### src/hw/rtl/gtr_pkg.sv
// Shared types and constants for the glyph text renderer.
// Used by every module of the block; depends on nothing else.
package gtr_pkg;

    localparam int GLYPH_SIZE  = 8;
    localparam int GLYPH_BITS  = GLYPH_SIZE * GLYPH_SIZE;
    localparam int LINE_PITCH  = 10;
    localparam int COORD_W     = 12;
    localparam int CURSOR_W    = 13;
    localparam int SCREEN_W    = 14;
    localparam int INDEX_W     = 24;
    localparam int COLOR_W     = 32;
    localparam int CFG_INDEX_W = 3;
    localparam int CFG_DATA_W  = 13;
    localparam int QUEUE_DEPTH = 2;

    localparam logic [7:0] NEWLINE_CODE = 8'd10;

    typedef enum logic [CFG_INDEX_W-1:0] {
        REG_WIN_X    = 3'd0,
        REG_WIN_Y    = 3'd1,
        REG_WIN_W    = 3'd2,
        REG_WIN_H    = 3'd3,
        REG_SCR_COLS = 3'd4,
        REG_SCR_ROWS = 3'd5
    } cfg_reg_t;

    typedef struct packed {
        logic [COORD_W-1:0]  win_x;
        logic [COORD_W-1:0]  win_y;
        logic [CURSOR_W-1:0] win_w;
        logic [CURSOR_W-1:0] win_h;
        logic [CURSOR_W-1:0] scr_cols;
        logic [CURSOR_W-1:0] scr_rows;
    } cfg_t;

    typedef struct packed {
        logic [7:0]            char_code;
        logic [GLYPH_BITS-1:0] glyph_bits;
        logic                  first_of_string;
        logic [COORD_W-1:0]    start_col;
        logic [COORD_W-1:0]    start_row;
        logic [COLOR_W-1:0]    ink_color;
    } char_item_t;

    typedef struct packed {
        logic [INDEX_W-1:0] pixel_index;
        logic [COLOR_W-1:0] pixel_value;
        logic               last_pixel;
    } pix_item_t;

    // One character's drawing job: visible pixel mask, ink color and glyph origin on screen.
    typedef struct packed {
        logic [GLYPH_BITS-1:0] mask;
        logic [COLOR_W-1:0]    color;
        logic [SCREEN_W-1:0]   sx0;
        logic [SCREEN_W-1:0]   sy0;
    } job_t;

endpackage

### src/hw/rtl/gtr_front.sv
// Front end of the glyph text renderer: accepts characters, keeps the cursor,
// and turns each glyph into a clipped pixel mask. Depends on gtr_pkg.
module gtr_front (
    input  logic               clk,
    input  logic               rst_n,
    input  gtr_pkg::cfg_t      cfg,
    input  logic               char_valid,
    output logic               char_ready,
    input  gtr_pkg::char_item_t char_item,
    input  logic               q_full,
    output logic               push,
    output gtr_pkg::job_t      push_job
);

    localparam int CW = gtr_pkg::CURSOR_W;
    localparam int SW = gtr_pkg::SCREEN_W;
    localparam int GS = gtr_pkg::GLYPH_SIZE;

    logic [CW-1:0]  col_reg, col_next;
    logic [CW-1:0]  row_reg, row_next;
    logic [gtr_pkg::COORD_W-1:0] home_reg, home_next;
    logic           halted_reg, halted_next;

    logic [CW-1:0]  col_cur, row_cur;
    logic           drop;
    logic           accept;
    logic [SW-1:0]  sx0, sy0, win_right, win_bottom;
    logic [SW-1:0]  px [GS];
    logic [SW-1:0]  py [GS];
    logic [GS-1:0]  col_ok, row_ok;
    logic [gtr_pkg::GLYPH_BITS-1:0] mask;
    logic [SW-1:0]  col_adv;
    logic [CW-1:0]  row_step;

    assign char_ready = !q_full;
    assign accept     = char_valid && char_ready;

    always_comb
    begin
        col_cur   = char_item.first_of_string ? CW'(char_item.start_col) : col_reg;
        row_cur   = char_item.first_of_string ? CW'(char_item.start_row) : row_reg;
        home_next = char_item.first_of_string ? char_item.start_col : home_reg;
        drop      = !char_item.first_of_string && halted_reg;

        sx0        = SW'(cfg.win_x) + SW'(col_cur);
        sy0        = SW'(cfg.win_y) + SW'(row_cur);
        win_right  = SW'(cfg.win_x) + SW'(cfg.win_w);
        win_bottom = SW'(cfg.win_y) + SW'(cfg.win_h);

        for (int i = 0; i < GS; i++)
        begin
            px[i]     = sx0 + SW'(i);
            py[i]     = sy0 + SW'(i);
            col_ok[i] = (px[i] < win_right) && (px[i] < SW'(cfg.scr_cols));
            row_ok[i] = (py[i] < win_bottom) && (py[i] < SW'(cfg.scr_rows));
        end

        // Glyph row dy sits in the byte at the top minus dy; bit 7 is leftmost.
        for (int dy = 0; dy < GS; dy++)
        begin
            for (int dx = 0; dx < GS; dx++)
            begin
                mask[gtr_pkg::GLYPH_BITS-1-GS*dy-dx] =
                    char_item.glyph_bits[gtr_pkg::GLYPH_BITS-1-GS*dy-dx]
                    && row_ok[dy] && col_ok[dx];
            end
        end

        // Cursor advance: newline or wrap both return to the home column.
        row_step = row_cur + CW'(gtr_pkg::LINE_PITCH);
        col_adv  = SW'(col_cur) + SW'(GS);
        if (char_item.char_code == gtr_pkg::NEWLINE_CODE)
        begin
            col_next = CW'(home_next);
            row_next = row_step;
        end
        else if (col_adv + SW'(GS) >= SW'(cfg.win_w))
        begin
            col_next = CW'(home_next);
            row_next = row_step;
        end
        else
        begin
            col_next = col_adv[CW-1:0];
            row_next = row_cur;
        end
        halted_next = (SW'(row_next) + SW'(GS)) >= SW'(cfg.win_h);
    end

    assign push           = accept && !drop && (|mask);
    assign push_job.mask  = mask;
    assign push_job.color = char_item.ink_color;
    assign push_job.sx0   = sx0;
    assign push_job.sy0   = sy0;

    always_ff @(posedge clk or negedge rst_n)
    begin
        if (!rst_n)
        begin
            col_reg    <= '0;
            row_reg    <= '0;
            home_reg   <= '0;
            halted_reg <= 1'b0;
        end
        else if (accept && !drop)
        begin
            col_reg    <= col_next;
            row_reg    <= row_next;
            home_reg   <= home_next;
            halted_reg <= halted_next;
        end
    end

endmodule

### src/hw/rtl/gtr_queue.sv
// Short job queue between the front and back of the glyph text renderer.
// Depends on gtr_pkg for the job type and depth.
module gtr_queue (
    input  logic          clk,
    input  logic          rst_n,
    input  logic          push,
    input  gtr_pkg::job_t push_job,
    output logic          full,
    input  logic          pop,
    output logic          head_valid,
    output gtr_pkg::job_t head_job
);

    localparam int DEPTH = gtr_pkg::QUEUE_DEPTH;
    localparam int PTR_W = $clog2(DEPTH);
    localparam int CNT_W = $clog2(DEPTH + 1);

    gtr_pkg::job_t     entry_reg [DEPTH];
    logic [PTR_W-1:0]  wr_ptr_reg, rd_ptr_reg;
    logic [CNT_W-1:0]  count_reg, count_next;
    logic              do_push, do_pop;

    assign full       = (count_reg == CNT_W'(DEPTH));
    assign head_valid = (count_reg != '0);
    assign head_job   = entry_reg[rd_ptr_reg];
    assign do_push    = push && !full;
    assign do_pop     = pop && head_valid;

    always_comb
    begin
        count_next = count_reg;
        if (do_push && !do_pop)
        begin
            count_next = count_reg + 1'b1;
        end
        else if (do_pop && !do_push)
        begin
            count_next = count_reg - 1'b1;
        end
    end

    always_ff @(posedge clk)
    begin
        if (do_push)
        begin
            entry_reg[wr_ptr_reg] <= push_job;
        end
    end

    always_ff @(posedge clk or negedge rst_n)
    begin
        if (!rst_n)
        begin
            wr_ptr_reg <= '0;
            rd_ptr_reg <= '0;
            count_reg  <= '0;
        end
        else
        begin
            if (do_push)
            begin
                wr_ptr_reg <= wr_ptr_reg + 1'b1;
            end
            if (do_pop)
            begin
                rd_ptr_reg <= rd_ptr_reg + 1'b1;
            end
            count_reg <= count_next;
        end
    end

endmodule

### src/hw/rtl/gtr_back.sv
// Back end of the glyph text renderer: walks each job's pixel mask one pixel a
// cycle while pix_ready allows, and forms framebuffer writes. Depends on gtr_pkg.
module gtr_back (
    input  logic               clk,
    input  logic               rst_n,
    input  gtr_pkg::cfg_t      cfg,
    input  logic               head_valid,
    input  gtr_pkg::job_t      head_job,
    output logic               pop,
    output logic               pix_valid,
    input  logic               pix_ready,
    output gtr_pkg::pix_item_t pix_item
);

    localparam int SW    = gtr_pkg::SCREEN_W;
    localparam int NB    = gtr_pkg::GLYPH_BITS;
    localparam int POS_W = $clog2(NB);
    localparam int SUB_W = $clog2(gtr_pkg::GLYPH_SIZE);
    localparam int PROD_W = SW + gtr_pkg::CURSOR_W + 1;

    // Job being walked.
    logic          work_valid_reg;
    gtr_pkg::job_t work_reg;

    // Pixel select stage.
    logic                        a_valid_reg;
    logic [SW-1:0]               a_sx_reg, a_sy_reg;
    logic                        a_last_reg;
    logic [gtr_pkg::COLOR_W-1:0] a_color_reg;

    // Output register.
    logic               out_valid_reg;
    gtr_pkg::pix_item_t out_reg;

    logic [POS_W-1:0] hi;
    logic [POS_W-1:0] pos;
    logic [NB-1:0]    remain;
    logic             last;
    logic             b_ready, a_adv, fire;
    logic [PROD_W-1:0] index_full;

    always_comb
    begin
        hi = '0;
        for (int i = 0; i < NB; i++)
        begin
            if (work_reg.mask[i])
            begin
                hi = POS_W'(i);
            end
        end
        pos    = ~hi;
        remain = work_reg.mask & ~({{(NB-1){1'b0}}, 1'b1} << hi);
        last   = (remain == '0);
    end

    assign b_ready = !out_valid_reg || pix_ready;
    assign a_adv   = !a_valid_reg || b_ready;
    assign fire    = work_valid_reg && a_adv;
    assign pop     = head_valid && (!work_valid_reg || (fire && last));

    assign index_full = PROD_W'(a_sy_reg) * PROD_W'(cfg.scr_cols) + PROD_W'(a_sx_reg);

    assign pix_valid = out_valid_reg;
    assign pix_item  = out_reg;

    always_ff @(posedge clk)
    begin
        if (pop)
        begin
            work_reg <= head_job;
        end
        else if (fire)
        begin
            work_reg.mask <= remain;
        end
        if (a_adv)
        begin
            a_sx_reg    <= work_reg.sx0 + SW'(pos[SUB_W-1:0]);
            a_sy_reg    <= work_reg.sy0 + SW'(pos[POS_W-1:SUB_W]);
            a_last_reg  <= last;
            a_color_reg <= work_reg.color;
        end
        if (b_ready)
        begin
            out_reg.pixel_index <= index_full[gtr_pkg::INDEX_W-1:0];
            out_reg.pixel_value <= a_color_reg;
            out_reg.last_pixel  <= a_last_reg;
        end
    end

    always_ff @(posedge clk or negedge rst_n)
    begin
        if (!rst_n)
        begin
            work_valid_reg <= 1'b0;
            a_valid_reg    <= 1'b0;
            out_valid_reg  <= 1'b0;
        end
        else
        begin
            if (pop)
            begin
                work_valid_reg <= 1'b1;
            end
            else if (fire && last)
            begin
                work_valid_reg <= 1'b0;
            end
            if (a_adv)
            begin
                a_valid_reg <= fire;
            end
            if (b_ready)
            begin
                out_valid_reg <= a_valid_reg;
            end
        end
    end

endmodule

### src/hw/rtl/glyph_text_renderer.sv
// Top level of the glyph text renderer: configuration registers and the
// front, queue and back parts. Depends on gtr_pkg, gtr_front, gtr_queue, gtr_back.
//
// The renderer takes one character item at a time, with its 8x8 glyph bitmap
// already looked up, and produces one framebuffer write item for every set
// glyph bit that lands inside both the session window and the screen, rows top
// to bottom and pixels left to right, with last_pixel marking the final write
// of each character. The front part accepts a character, updates the cursor
// and computes the clipped pixel mask; it takes a new character every cycle
// as long as the two-entry job queue has room. Characters that draw nothing
// (empty or fully clipped glyphs, or characters dropped after the cursor has
// run off the bottom of the window) never enter the queue. The back part walks
// each queued mask and emits one pixel write per cycle while pix_ready holds,
// so a character with N visible pixels gives N writes, from 1 up to 64; that
// one-write-per-cycle result channel sets the sustained rate. Between the head
// of the queue and the output a write passes the job register, the pixel
// select stage, the address multiply and the output register. The
// configuration port is always ready and must only be written while no
// character is in flight.
module glyph_text_renderer (
    input  logic                             clk,
    input  logic                             rst_n,
    input  logic                             char_valid,
    output logic                             char_ready,
    input  gtr_pkg::char_item_t              char_item,
    output logic                             pix_valid,
    input  logic                             pix_ready,
    output gtr_pkg::pix_item_t               pix_item,
    input  logic                             cfg_valid,
    output logic                             cfg_ready,
    input  logic [gtr_pkg::CFG_INDEX_W-1:0]  cfg_index,
    input  logic [gtr_pkg::CFG_DATA_W-1:0]   cfg_data
);

    gtr_pkg::cfg_t cfg_reg;
    logic          q_full;
    logic          push;
    gtr_pkg::job_t push_job;
    logic          pop;
    logic          head_valid;
    gtr_pkg::job_t head_job;

    // Writes to indexes past the register list are ignored.
    assign cfg_ready = 1'b1;

    always_ff @(posedge clk or negedge rst_n)
    begin
        if (!rst_n)
        begin
            cfg_reg.win_x    <= '0;
            cfg_reg.win_y    <= '0;
            cfg_reg.win_w    <= 13'd1024;
            cfg_reg.win_h    <= 13'd768;
            cfg_reg.scr_cols <= 13'd1024;
            cfg_reg.scr_rows <= 13'd768;
        end
        else if (cfg_valid && cfg_ready)
        begin
            unique case (cfg_index)
                gtr_pkg::REG_WIN_X:
                    cfg_reg.win_x <= cfg_data[gtr_pkg::COORD_W-1:0];
                gtr_pkg::REG_WIN_Y:
                    cfg_reg.win_y <= cfg_data[gtr_pkg::COORD_W-1:0];
                gtr_pkg::REG_WIN_W:
                    cfg_reg.win_w <= cfg_data;
                gtr_pkg::REG_WIN_H:
                    cfg_reg.win_h <= cfg_data;
                gtr_pkg::REG_SCR_COLS:
                    cfg_reg.scr_cols <= cfg_data;
                gtr_pkg::REG_SCR_ROWS:
                    cfg_reg.scr_rows <= cfg_data;
                default:
                    ;
            endcase
        end
    end

    gtr_front u_front (
        .clk        (clk),
        .rst_n      (rst_n),
        .cfg        (cfg_reg),
        .char_valid (char_valid),
        .char_ready (char_ready),
        .char_item  (char_item),
        .q_full     (q_full),
        .push       (push),
        .push_job   (push_job)
    );

    gtr_queue u_queue (
        .clk        (clk),
        .rst_n      (rst_n),
        .push       (push),
        .push_job   (push_job),
        .full       (q_full),
        .pop        (pop),
        .head_valid (head_valid),
        .head_job   (head_job)
    );

    gtr_back u_back (
        .clk        (clk),
        .rst_n      (rst_n),
        .cfg        (cfg_reg),
        .head_valid (head_valid),
        .head_job   (head_job),
        .pop        (pop),
        .pix_valid  (pix_valid),
        .pix_ready  (pix_ready),
        .pix_item   (pix_item)
    );

endmodule

### config.mk
export PLATFORM = sky130hd
export DESIGN_NAME = glyph_text_renderer
export DESIGN_NICKNAME = d
export VERILOG_FILES = /design/src/hw/rtl/gtr_pkg.sv /design/src/hw/rtl/gtr_front.sv /design/src/hw/rtl/gtr_queue.sv /design/src/hw/rtl/gtr_back.sv /design/src/hw/rtl/glyph_text_renderer.sv
export SDC_FILE = /design/constraint.sdc
export NUM_CORES = 2
export LEC_CHECK = 0
export BUFFER_PORTS_ARGS = -buffer_cell sky130_fd_sc_hd__buf_2
export CAP_MARGIN = 15
export CORE_MARGIN = 1.5
export CORE_UTILIZATION = 57
export DETAILED_ROUTE_END_ITERATION = 6
export HOLD_SLACK_MARGIN = 0.12
export PLACE_DENSITY = 0.89
export RECOVER_POWER = 100
export SLEW_MARGIN = 25
export SYNTH_ARGS = -nofsm -noshare
export SYNTH_HDL_FRONTEND = slang
export SYNTH_SLANG_ARGS = --single-unit
export TNS_END_PERCENT = 30
### constraint.sdc
create_clock -name clk -period 11.3 [get_ports clk]
set_input_delay 1.695 -clock clk [delete_from_list [all_inputs] [get_ports clk]]
set_output_delay 1.695 -clock clk [all_outputs]
set_load 0.01 [all_outputs]
==> impl_metrics.env <==
export IMPL_status="complete, but fails checks"
export IMPL_failed_checks="DRC, capacitance limit, slew limit"
export IMPL_post_cts_resized=0
export IMPL_cts_buffer_depth=3
export IMPL_grt_pass1_wl_microns=205000
export IMPL_holdPathStages=0
export IMPL_grt_pass1_vias=36200
export IMPL_drc=2
export IMPL_critPathKind="in2reg"
export IMPL_critPathRequiredTime_ns=11.54
export IMPL_whs_ns=0.407
export IMPL_n_fill_cell=5980
export IMPL_die_w_microns=285
export IMPL_crit_path_end_kind="flop"
export IMPL_core_area_sq_um=79000
export IMPL_avgRoutedWirePerCell_microns=24.0
export IMPL_synth_seq_cells=612
export IMPL_crit_fanout=108
export IMPL_gp_congestion=1.01
export IMPL_vias=35500
export IMPL_max_cap_violations=9
export IMPL_area_delta_synth_final_pct=9.83
export IMPL_cts_root_buf="clkbuf_16"
export IMPL_finalSetupTns_ns=0
export IMPL_drive_gt1_share_pct=9.14
export IMPL_routed_wl_microns=133000
export IMPL_fin_util_pct=63.2
export IMPL_clkSinkCount=612
export IMPL_holdBufCountCts=0
export IMPL_fin_crit_sh_pct=92.8
export IMPL_setup_viol=0
export IMPL_die_height_microns=285
export IMPL_tightest_slew_ns=4.67
export IMPL_final_cells=5548
export IMPL_grt_usage_pct=32.3
export IMPL_die_area_sq_um=81500
export IMPL_post_cts_buffers=0
export IMPL_cts_buffers=67
export IMPL_ys_types=88
export IMPL_hp_class="reg2reg"
export IMPL_min_from="u_back.a_color_reg[15]"
export IMPL_min_to="u_back.pix_item[16]"
export IMPL_ff2ff_path_depth=27
export IMPL_cp_start_kind="input port"
export IMPL_path_clk_slew_ns=0.06
export IMPL_clkLatencyLatePin_ns=0.64
export IMPL_rrSetupSlack_ns=2.22
export IMPL_period_minus_slack_ns=10.49
export IMPL_fin_nets=5294
export IMPL_reg2reg_from="u_front.row_reg[0]"
export IMPL_yosysTopAreaCellShare_pct=32.4
export IMPL_syn_inst=4218
export IMPL_synth_largest_area_cell="edfxtp_1"
export IMPL_initial_utilization_pct=57.6
export IMPL_cts_tree="done"
export IMPL_yosys_top_cells_area="edfxtp_1 (32%), ha_1 (16%), fa_1 (6.4%)"
export IMPL_first_iter_violations=3840
export IMPL_clock_fmax_mhz=95.3
export IMPL_antenna_found_initial=11
export IMPL_drt_vias_per_instance=6.40
export IMPL_synth_seq_area_share_pct=39.1
export IMPL_cts_htree_levels=3
export IMPL_largest_reg_flops=248
export IMPL_grt_setup_unrepaired="no"
export IMPL_synth_nets=5078
export IMPL_dp_cells=5415
export IMPL_drtPass1Iterations=7
export IMPL_final_setup_skew_ns=0.0325
export IMPL_syn_cell_area_sq_um=45500
export IMPL_slew_headroom_pct=-211
export IMPL_timing_rr_end="u_queue.entry_reg[1][21]"
export IMPL_yosysWarnings=0
export IMPL_gr_total_overflow=0
export IMPL_finalHoldViolCount=0
export IMPL_synth_avg_cell_area_sq_um=10.8
export IMPL_fp_row_count=103
export IMPL_slew_viol_final=520
export IMPL_postRouteAntennaNets=0
export IMPL_hpwlAfterDp_microns=97900
export IMPL_ios=210
export IMPL_critical_path_arrival_ns=10.73
export IMPL_synth_edf_count=490
export IMPL_place_port_buffers=208
export IMPL_synth_ff_type="edfxtp_1"
export IMPL_grt_max_degree=109
export IMPL_async_reset_ff_share_pct=19.9
-- critical path, stage by stage --
cell and delay (ns):
buf_2 0.56, mux2i_1 0.38, inv_1 0.09, ha_1 0.23
fa_1 0.43, a21o_1 0.21, a21oi_1 0.25, xnor2_2 0.15
clkbuf_1 0.92, nand2_1 0.55, nor4_2 0.28, buf_4 0.21
nand3_1 0.10, xnor2_1 0.29, ha_1 0.30, nand2_1 0.08
nor2_1 0.05, a2111oi_0 0.44, o21ai_0 0.17, o221ai_1 0.19
o211ai_1 0.14, nor3b_1 0.97, a22o_1 0.25, a21oi_1 0.07
and4_1 0.23, a31oi_1 0.42, and2_4 0.40, buf_12 0.54
-- cells by family (layout without fill, tap and decap cells) --
family | count (synthesis) | count (layout) | share of synthesized area (%)
adder cells (fa/ha/maj) | 710 | 710 | 21.9
AO/OA/AOI/OAI | 800 | 800 | 11.5
flip-flops | 612 | 612 | 39.1
other | 1 | 11 | 0.00825
XOR/XNOR | 262 | 262 | 5.06
buffers and inverters | 423 | 693 | 3.58
multiplexers | 277 | 277 | 6.50
AND/OR/NAND/NOR | 1133 | 1133 | 12.3
-- cell type report --
class / instances / area, sq um / area share [%]
diodes: 10 / 25.0 / 0.0501
well taps: 1050 / 1310 / 2.63
inverters: 302 / 1130 / 2.27
clock buffers: 82 / 1760 / 3.53
multi-input cells: 3183 / 26100 / 52.3
flip-flops and latches: 612 / 17800 / 35.6
repair buffers: 268 / 1310 / 2.62
clock inverters: 41 / 500 / 1.00
-- cells in the final DEF (no fill, tap or decap), types with 70 or more instances in the layout --
cell type,synthesis,final
a21oi_1,184,183
and2_1,79,73
and3_1,70,70
buf_2,5,126
clkbuf_1,100,126
dfrtp_1,116,116
edfxtp_1,490,490
fa_1,146,146
ha_1,564,564
inv_1,296,298
mux2_2,140,117
mux2i_1,130,130
nand2_1,401,401
nand3_1,83,83
nor2_1,198,198
nor3_1,71,71
o21ai_0,187,189
xnor2_1,193,190
-- cells in the mapped netlist, types with 23 or more instances --
cell type,count
mux2_2,140
a21oi_1,184
o21ai_0,187
a211oi_1,36
xnor2_1,193
nor2b_1,41
mux2i_1,130
nand2b_1,43
nand3_1,83
nor4_1,25
a22oi_1,23
nand2_1,401
inv_1,296
fa_1,146
dfrtp_1,116
edfxtp_1,490
clkbuf_1,100
ha_1,564
o211ai_1,27
and2_1,79
nand4_1,34
a21o_1,63
nor3_1,71
o21a_1,44
o31ai_1,44
and3_1,70
nor2_1,198
xor2_1,68
-- worst max path at each step --
stage | from | endpoint | slack (ns) | cells past startpoint
finish | char_item[56] | u_queue.entry_reg[1][21] | 0.81 | 28
global route | char_item[56] | u_queue.entry_reg[1][21] | 0.43 | 28
CTS | char_item[56] | u_queue.entry_reg[1][21] | 1.52 | 28
detailed placement | char_item[56] | u_queue.entry_reg[1][42] | 0.88 | 28
global placement | char_item[56] | u_queue.entry_reg[1][42] | 1.14 | 28
floorplan | char_item[56] | u_queue.entry_reg[0][0] | 0.02 | 30
-- metrics by stage --
stage               instance area (sq um)  setup WS (ns)
floorplan                           45500         0.0194
global placement                    48000           1.14
detailed placement                  48000          0.876
CTS                                 50200           1.52
global route                        49900          0.428
finish                              49900          0.812
-- routing by layer --
layer,track usage (%),vias up,wire length [microns]
li1,-,15800,-
met1,40.7,17100,50300
met2,53.5,2046,62600
met3,5.41,530,12300
met4,17.5,2,7840
met5,0,-,13
Power is not shown: default switching activity piles up to over one toggle a cycle in this logic, so the estimate is an artifact.
